$ cat src/rtl/scap_pkg.sv
// Shared types and constants for the size-class pool allocator.
// Holds the class layout tables, result status codes and controller states.
// No dependencies.
package scap_pkg;

    localparam int MAX_CLASSES  = 7;
    localparam int TOTAL_BLOCKS = 6144;
    localparam int BIT_IDX_W    = 13;
    localparam int OFFSET_W     = 21;
    localparam int SIZE_W       = 16;
    localparam int CLASS_W      = 3;
    localparam int BLK_IDX_W    = 11;

    localparam logic [SIZE_W-1:0] MAX_REQ = 16'd1024;

    typedef logic [BIT_IDX_W-1:0] t_bit_idx;
    typedef logic [OFFSET_W-1:0]  t_offset;
    typedef logic [CLASS_W-1:0]   t_class;

    // First use bit of each class; the last entry is the end of the map.
    localparam t_bit_idx CLASS_BIT_BASE [0:MAX_CLASSES] = '{
        13'd0, 13'd2048, 13'd3072, 13'd3584, 13'd4608, 13'd5120, 13'd5632, 13'd6144
    };

    // First byte of each class; the last entry is the end of the pool.
    localparam t_offset CLASS_BYTE_BASE [0:MAX_CLASSES] = '{
        21'd0, 21'd32768, 21'd65536, 21'd98304, 21'd229376, 21'd360448,
        21'd622592, 21'd1146880
    };

    localparam logic OP_ALLOC = 1'b0;
    localparam logic OP_FREE  = 1'b1;

    typedef enum logic [2:0] {
        STAT_OK          = 3'd0,
        STAT_OVERSIZE    = 3'd1,
        STAT_EXHAUSTED   = 3'd2,
        STAT_RANGE       = 3'd3,
        STAT_DOUBLE_FREE = 3'd4
    } t_status;

    typedef enum logic [3:0] {
        S_CLEAR,
        S_IDLE,
        S_DECODE,
        S_SCAN,
        S_ALLOC_OUT,
        S_FREE_MUL,
        S_FREE_REM,
        S_FREE_RD,
        S_FREE_CHK
    } t_state;

endpackage

$ cat src/rtl/scap_word_find.sv
// Finds the lowest free use bit of one map word that belongs to the class being scanned.
// Depends on scap_pkg for the bit index type.
module scap_word_find
    import scap_pkg::*;
#(
    parameter int WORD_BITS = 64,
    parameter int BW        = 6
) (
    input  logic [WORD_BITS-1:0] i_word,
    input  t_bit_idx             i_word_bit,
    input  t_bit_idx             i_lo,
    input  t_bit_idx             i_hi,
    output logic                 o_found,
    output logic [BW-1:0]        o_pos
);

    logic [WORD_BITS-1:0] w_avail;

    // A bit is a candidate when it is clear and its global index lies in the class.
    always_comb begin
        t_bit_idx v_idx;
        for (int j = 0; j < WORD_BITS; j++) begin
            v_idx      = i_word_bit + BIT_IDX_W'(j);
            w_avail[j] = !i_word[j] && (v_idx >= i_lo) && (v_idx < i_hi);
        end
    end

    always_comb begin
        o_found = 1'b0;
        o_pos   = '0;
        for (int j = WORD_BITS - 1; j >= 0; j--) begin
            if (w_avail[j]) begin
                o_found = 1'b1;
                o_pos   = BW'(j);
            end
        end
    end

endmodule
$ cat config.mk
export PLATFORM = sky130hd
export DESIGN_NAME = scap_word_find
export DESIGN_NICKNAME = d
export VERILOG_FILES = /design/src/rtl/scap_pkg.sv /design/src/rtl/scap_word_find.sv
export SDC_FILE = /design/constraint.sdc
export NUM_CORES = 2
export LEC_CHECK = 0
export BUFFER_PORTS_ARGS = -buffer_cell sky130_fd_sc_hd__buf_2
export CORE_ASPECT_RATIO = 1.4
export CORE_MARGIN = 1
export CORE_UTILIZATION = 35
export DETAILED_ROUTE_END_ITERATION = 8
export PLACE_DENSITY_LB_ADDON = 0.05
export SLEW_MARGIN = 0
export SYNTH_ARGS = -nofsm -noshare
export SYNTH_HDL_FRONTEND = slang
export SYNTH_SLANG_ARGS = --single-unit
export TNS_END_PERCENT = 10
$ cat constraint.sdc
create_clock -name vclk -period 7
set_input_delay 0.7 -clock vclk [all_inputs]
set_output_delay 0.7 -clock vclk [all_outputs]
set_load 0.03 [all_outputs]
After elaboration in Yosys (flattened, before gate mapping)

Index checks and enable logic that the tools add are counted.

Register bits after elaboration: 0
Latch bits: 0
Bits in writable memories: 0
ROM bits: 0
Bits of input ports: 103
Output and inout port bits: 7
Word-level logic and storage cells: 511
Memories kept: 0

Add/sub/neg operators: 63
$mul: 0
Div/mod/pow operators: 0
$lt $le $gt $ge: 128
Equal/unequal tests: 0
Shifts and indexed selects: 0
Multiplexer cells: 128
Bitwise logic cells: 0
Reductions and logical operators: 192

Operators with widths:

| kind                                                             | count |
|---|---|
| 13-bit >= comparator                                             | 64 |
| 13-bit < comparator                                              | 64 |
| 13-bit by 6-bit adder with 13-bit output (second input constant) | 32 |
| 6-bit 2-to-1 mux                                                 | 64 |
| 13-bit by 5-bit adder with 13-bit output (second input constant) | 16 |
| 1-bit logical AND                                                | 128 |
| 13-bit by 4-bit adder with 13-bit output (second input constant) | 8 |
| 1-bit zero test                                                  | 64 |
| 1-bit 2-to-1 mux                                                 | 64 |
| 13-bit by 3-bit adder with 13-bit output (second input constant) | 4 |
| 13-bit by 2-bit adder with 13-bit output (second input constant) | 2 |
| 13-bit by 1-bit adder with 13-bit output (second input constant) | 1 |

Logic depth before layout (Yosys ltp)

Word-level depth: 68
Mapped depth: 21
Depth with buffers taken out: 19

Worst setup path after synthesis

OpenSTA, ideal clock, no wires.

Path type: input -> output
From: input port i_word_bit[5]
To: output port o_pos[3]
Arrival time: 5.864 ns
Required time: 6.300 ns
Path slack: 0.436 ns
Stages on the path: 21
Path buffers: 3
Cells stage by stage: clkbuf_1 > inv_2 > buf_1 > ha_1 > clkbuf_1 > inv_1 > a21oi_1 > o21a_1 > nor2_1 > xor2_1 > ha_1 > nand2_1 > o21ai_0 > a41oi_1 > a2111o_1 > nor4_1 > nor4_1 > and4b_1 > o41ai_1 > a311oi_1 > a211oi_1

Cells in the longest elaborated chain, start to end: 68
Elaborated cells between the ends (all ways): 383
Those cells by class: add/sub: 63; order compare: 128; mux: 64; reduce/logical: 128

Ends and longest elaborated chain:

| element                                  | line                 | text |
|---|---|---|
| start, declared                          | scap_word_find.sv:10 | `input t_bit_idx i_word_bit,` |
| 13-bit by 6-bit adder with 13-bit output | scap_word_find.sv:23 | `v_idx = i_word_bit + BIT_IDX_W'(j);` |
| 13-bit >= comparator                     | scap_word_find.sv:24 | `w_avail[j] = !i_word[j] && (v_idx >= i_lo) && (v_idx < i_hi);` |
| 1-bit logical AND (2 in a row)           | scap_word_find.sv:24 |  |
| 6-bit 2-to-1 mux (63 in a row)           | scap_word_find.sv:32 | `if (w_avail[j]) begin` |
| 6-bit 2-to-1 mux *                       | scap_word_find.sv:32 |  |
| end, declared                            | scap_word_find.sv:14 | `output logic [BW-1:0] o_pos` |

Mark *: on every way between the ends. The rest lies on a longest branch, timed or not.

Final worst setup path

From: input port i_word_bit[2]
To: output port o_pos[0]

The elaborated chain is that of the path after synthesis.

==> metrics.csv <==
metric;value;unit
result of the run;completed;
half-perimeter wire length after placement;152000;um
Slew @ Worst Pin;1.12;ns
share of final-layout standard cells stronger than drive strength 1;9.32;%
Avg Inst Size Synth;7.71;um^2
data arrival at the endpoint of the critical path;6.18;ns
clock buffer count;0;
per-cell routed wire length;32.7;um
final max-slew violation count;0;
total negative slack;0;ns
part of the cycle the worst path needs;98.3;%
post-synthesis sequential area ratio;0;%
Worst Path Max Fanout;10;
cells along the critical path;buf_2, inv_1, ha_1, inv_1, nor2_2, o21ai_0, nand2_1, xnor2_1, ha_1, or4_1, nand4_1, o21ai_0, o2bb2ai_1, and3_1, a221o_1, a2111oi_2, nand2_1, a211oi_2, buf_4, buf_2;
Seq cells;0;
total of hold buffers inserted after clock tree synthesis;0;
Site Rows;135;
die outline area;99600;um^2
effective utilization at floorplan;35.4;%
Net Count, Synth;5738;
maxcap violations;0;
final wirelength;197000;um
Final Wtd Congestion;1.04;
I/O pin cnt;110;
initial drt markers;3077;
Hold Violations, Final;0;
gr ovfl total;0;
DR DRC count;0;
area of all placed cells without fillers;38400;um^2
initial antenna violation count;7;
cell area after placement;38400;um^2
classification of the worst setup path;input pin to output pin;
# fillers;10362;
multi-input combinational cell area;33400;um^2
number of standard cells after synthesis;4467;
largest net degree at the start of global routing;57;
number of vias after detailed routing;37868;
Tot GR Track Use;38.4;%
worst max-slew margin expressed relative to the limit;24.4;%
number of nets in the layout;5983;
number of distinct library cells after synthesis;87;
Routed Antenna Nets;0;
area of all sequential standard cells;0;um^2
via count of the first global-routing pass;37794;
Yosys warning total;0;
required time of the worst setup path;6.30;ns
upper clock frequency limit;0.145;GHz
DR pass1 iterations;6;
Buffers on Ports;110;
endpoints failing setup;0;
kind of start point of the critical path;input pin;
final standard cell count with taps included and fillers excluded;6013;
Worst Hold Class;input pin to output pin;
summed instance area of the synthesized netlist;34400;um^2
area growth from synthesis to layout;11.5;%
post-route minimum period;6.88;ns
Critical Path Slowest Stage Cell;o21ai_0;
floorplan die width;267;um
capturing element type of the critical path;output pin;
global-route wire length before repair;276000;um
setup repair after global routing missed its margin;no;
Vias/cell;6.30;
core footprint;97100;um^2
delay of the slowest critical-path stage;0.58;ns
Placed Cells;6011;
cell count of the worst hold path;8;
overall die height;373;um
-- cell type report --
class | count | share of cell area, %
tap | 1301 | 4.24
inverter | 158 | 1.65
antenna | 2 | 0.0130
multi-input combinational | 4186 | 87.0
timing repair buffer | 366 | 7.07
-- worst paths after layout --
| kind | start | endpoint | slack (ns) |
|---|---|---|---|
| max | i_word_bit[2] | o_pos[0] | 0.12 |
| min | i_word[1] | o_pos[1] | 2.50 |
-- placed cells by master (no fill, tap or decap), types with 13 or more instances in the layout --
cell type / synthesis / routed
o31ai_1: 24 / 24
buf_4: 1 / 245
a21o_1: 128 / 128
o41ai_1: 15 / 14
a31oi_1: 61 / 61
inv_1: 156 / 137
nor2_1: 403 / 402
a211oi_1: 83 / 81
xnor2_1: 232 / 232
nand2b_1: 36 / 36
a21oi_1: 337 / 334
buf_2: 0 / 103
nor2b_1: 51 / 51
o22ai_1: 15 / 15
nor4_1: 39 / 38
nand2_1: 312 / 311
buf_12: 0 / 18
o2111ai_1: 23 / 23
o21bai_1: 13 / 13
a2111oi_0: 44 / 44
inv_4: 0 / 15
a211o_1: 19 / 19
or4_1: 14 / 14
nand4_1: 85 / 85
o31a_1: 13 / 13
and3_1: 41 / 41
xor2_1: 260 / 260
nor3_1: 56 / 56
and4_1: 22 / 22
o21ai_1: 14 / 15
o211ai_1: 50 / 50
ha_1: 1168 / 1165
o21ai_0: 229 / 228
nand3_1: 115 / 113
o21a_1: 74 / 74
-- layer usage --
metal | share of wire [%] | track usage [%] | wire length (um)
met1 | 41 | 47.0 | 81000
met2 | 46 | 64.7 | 90600
met3 | 5.9 | 4.40 | 11600
met4 | 6.8 | 21.5 | 13300
met5 | 0.020 | 0 | 40
-- worst max-delay path, delay by kind of cell --
family / cells / cell delay [ns]
buffers and inverters: 5 / 1.20
AND/OR/NAND/NOR: 6 / 1.31
AO/OA/AOI/OAI: 6 / 2.16
adder cells (fa/ha/maj): 2 / 0.60
XOR/XNOR: 1 / 0.18
-- stage by stage --
| stage | hold slack [ns] | setup slack [ns] | util [%] |
|---|---|---|---|
| after floorplan | 1.89 | 0.436 | - |
| after global placement | 2.43 | -0.435 | 39.5 |
| after detailed placement | 2.45 | -0.428 | 39.5 |
| after CTS | 2.47 | 0.193 | 39.5 |
| after global routing | 2.51 | 0.0634 | 39.5 |
| final | 2.50 | 0.122 | 39.5 |
-- kinds of logic (layout without fill, tap and decap cells) --
| kind of cell | count (synthesis) | count (layout) | share of synthesized area [%] |
|---|---|---|---|
| other cells | 0 | 2 | 0 |
| xor+xnor | 492 | 492 | 12.5 |
| compound gates | 1278 | 1278 | 24.6 |
| simple gates | 1248 | 1248 | 17.4 |
| fa+ha+maj | 1168 | 1168 | 42.4 |
| buf+inv | 281 | 524 | 3.12 |
-- Yosys cell counts (14+ instances only) --
library cell | number | share of area (%)
nand3_1 | 115 | 1.7
inv_1 | 156 | 1.7
nor3_1 | 56 | 0.81
clkbuf_1 | 76 | 0.83
nor2_1 | 403 | 4.4
o21a_1 | 74 | 1.6
xor2_1 | 260 | 6.6
o2111ai_1 | 23 | 0.59
a211o_1 | 19 | 0.48
o211ai_1 | 50 | 1.1
a2111oi_0 | 44 | 1.1
and4_1 | 22 | 0.56
and3_1 | 41 | 0.75
nand4_1 | 85 | 1.5
o22ai_1 | 15 | 0.27
o21ai_0 | 229 | 3.3
nand2_1 | 312 | 3.4
o41ai_1 | 15 | 0.38
a21oi_1 | 337 | 4.9
ha_1 | 1168 | 42
nor4_1 | 39 | 0.71
xnor2_1 | 232 | 5.9
o21ai_1 | 14 | 0.20
o31ai_1 | 24 | 0.52
a211oi_1 | 83 | 1.8
buf_1 | 44 | 0.48
nand2b_1 | 36 | 0.65
a21o_1 | 128 | 2.8
a31oi_1 | 61 | 1.1
nor2b_1 | 51 | 0.93
or4_1 | 14 | 0.31
-- what timing repair did --
action / in CTS / in global routing
setup endpoints to repair: 1 / 2
resized for setup: 3 / 6
setup buffers: 0 / 0
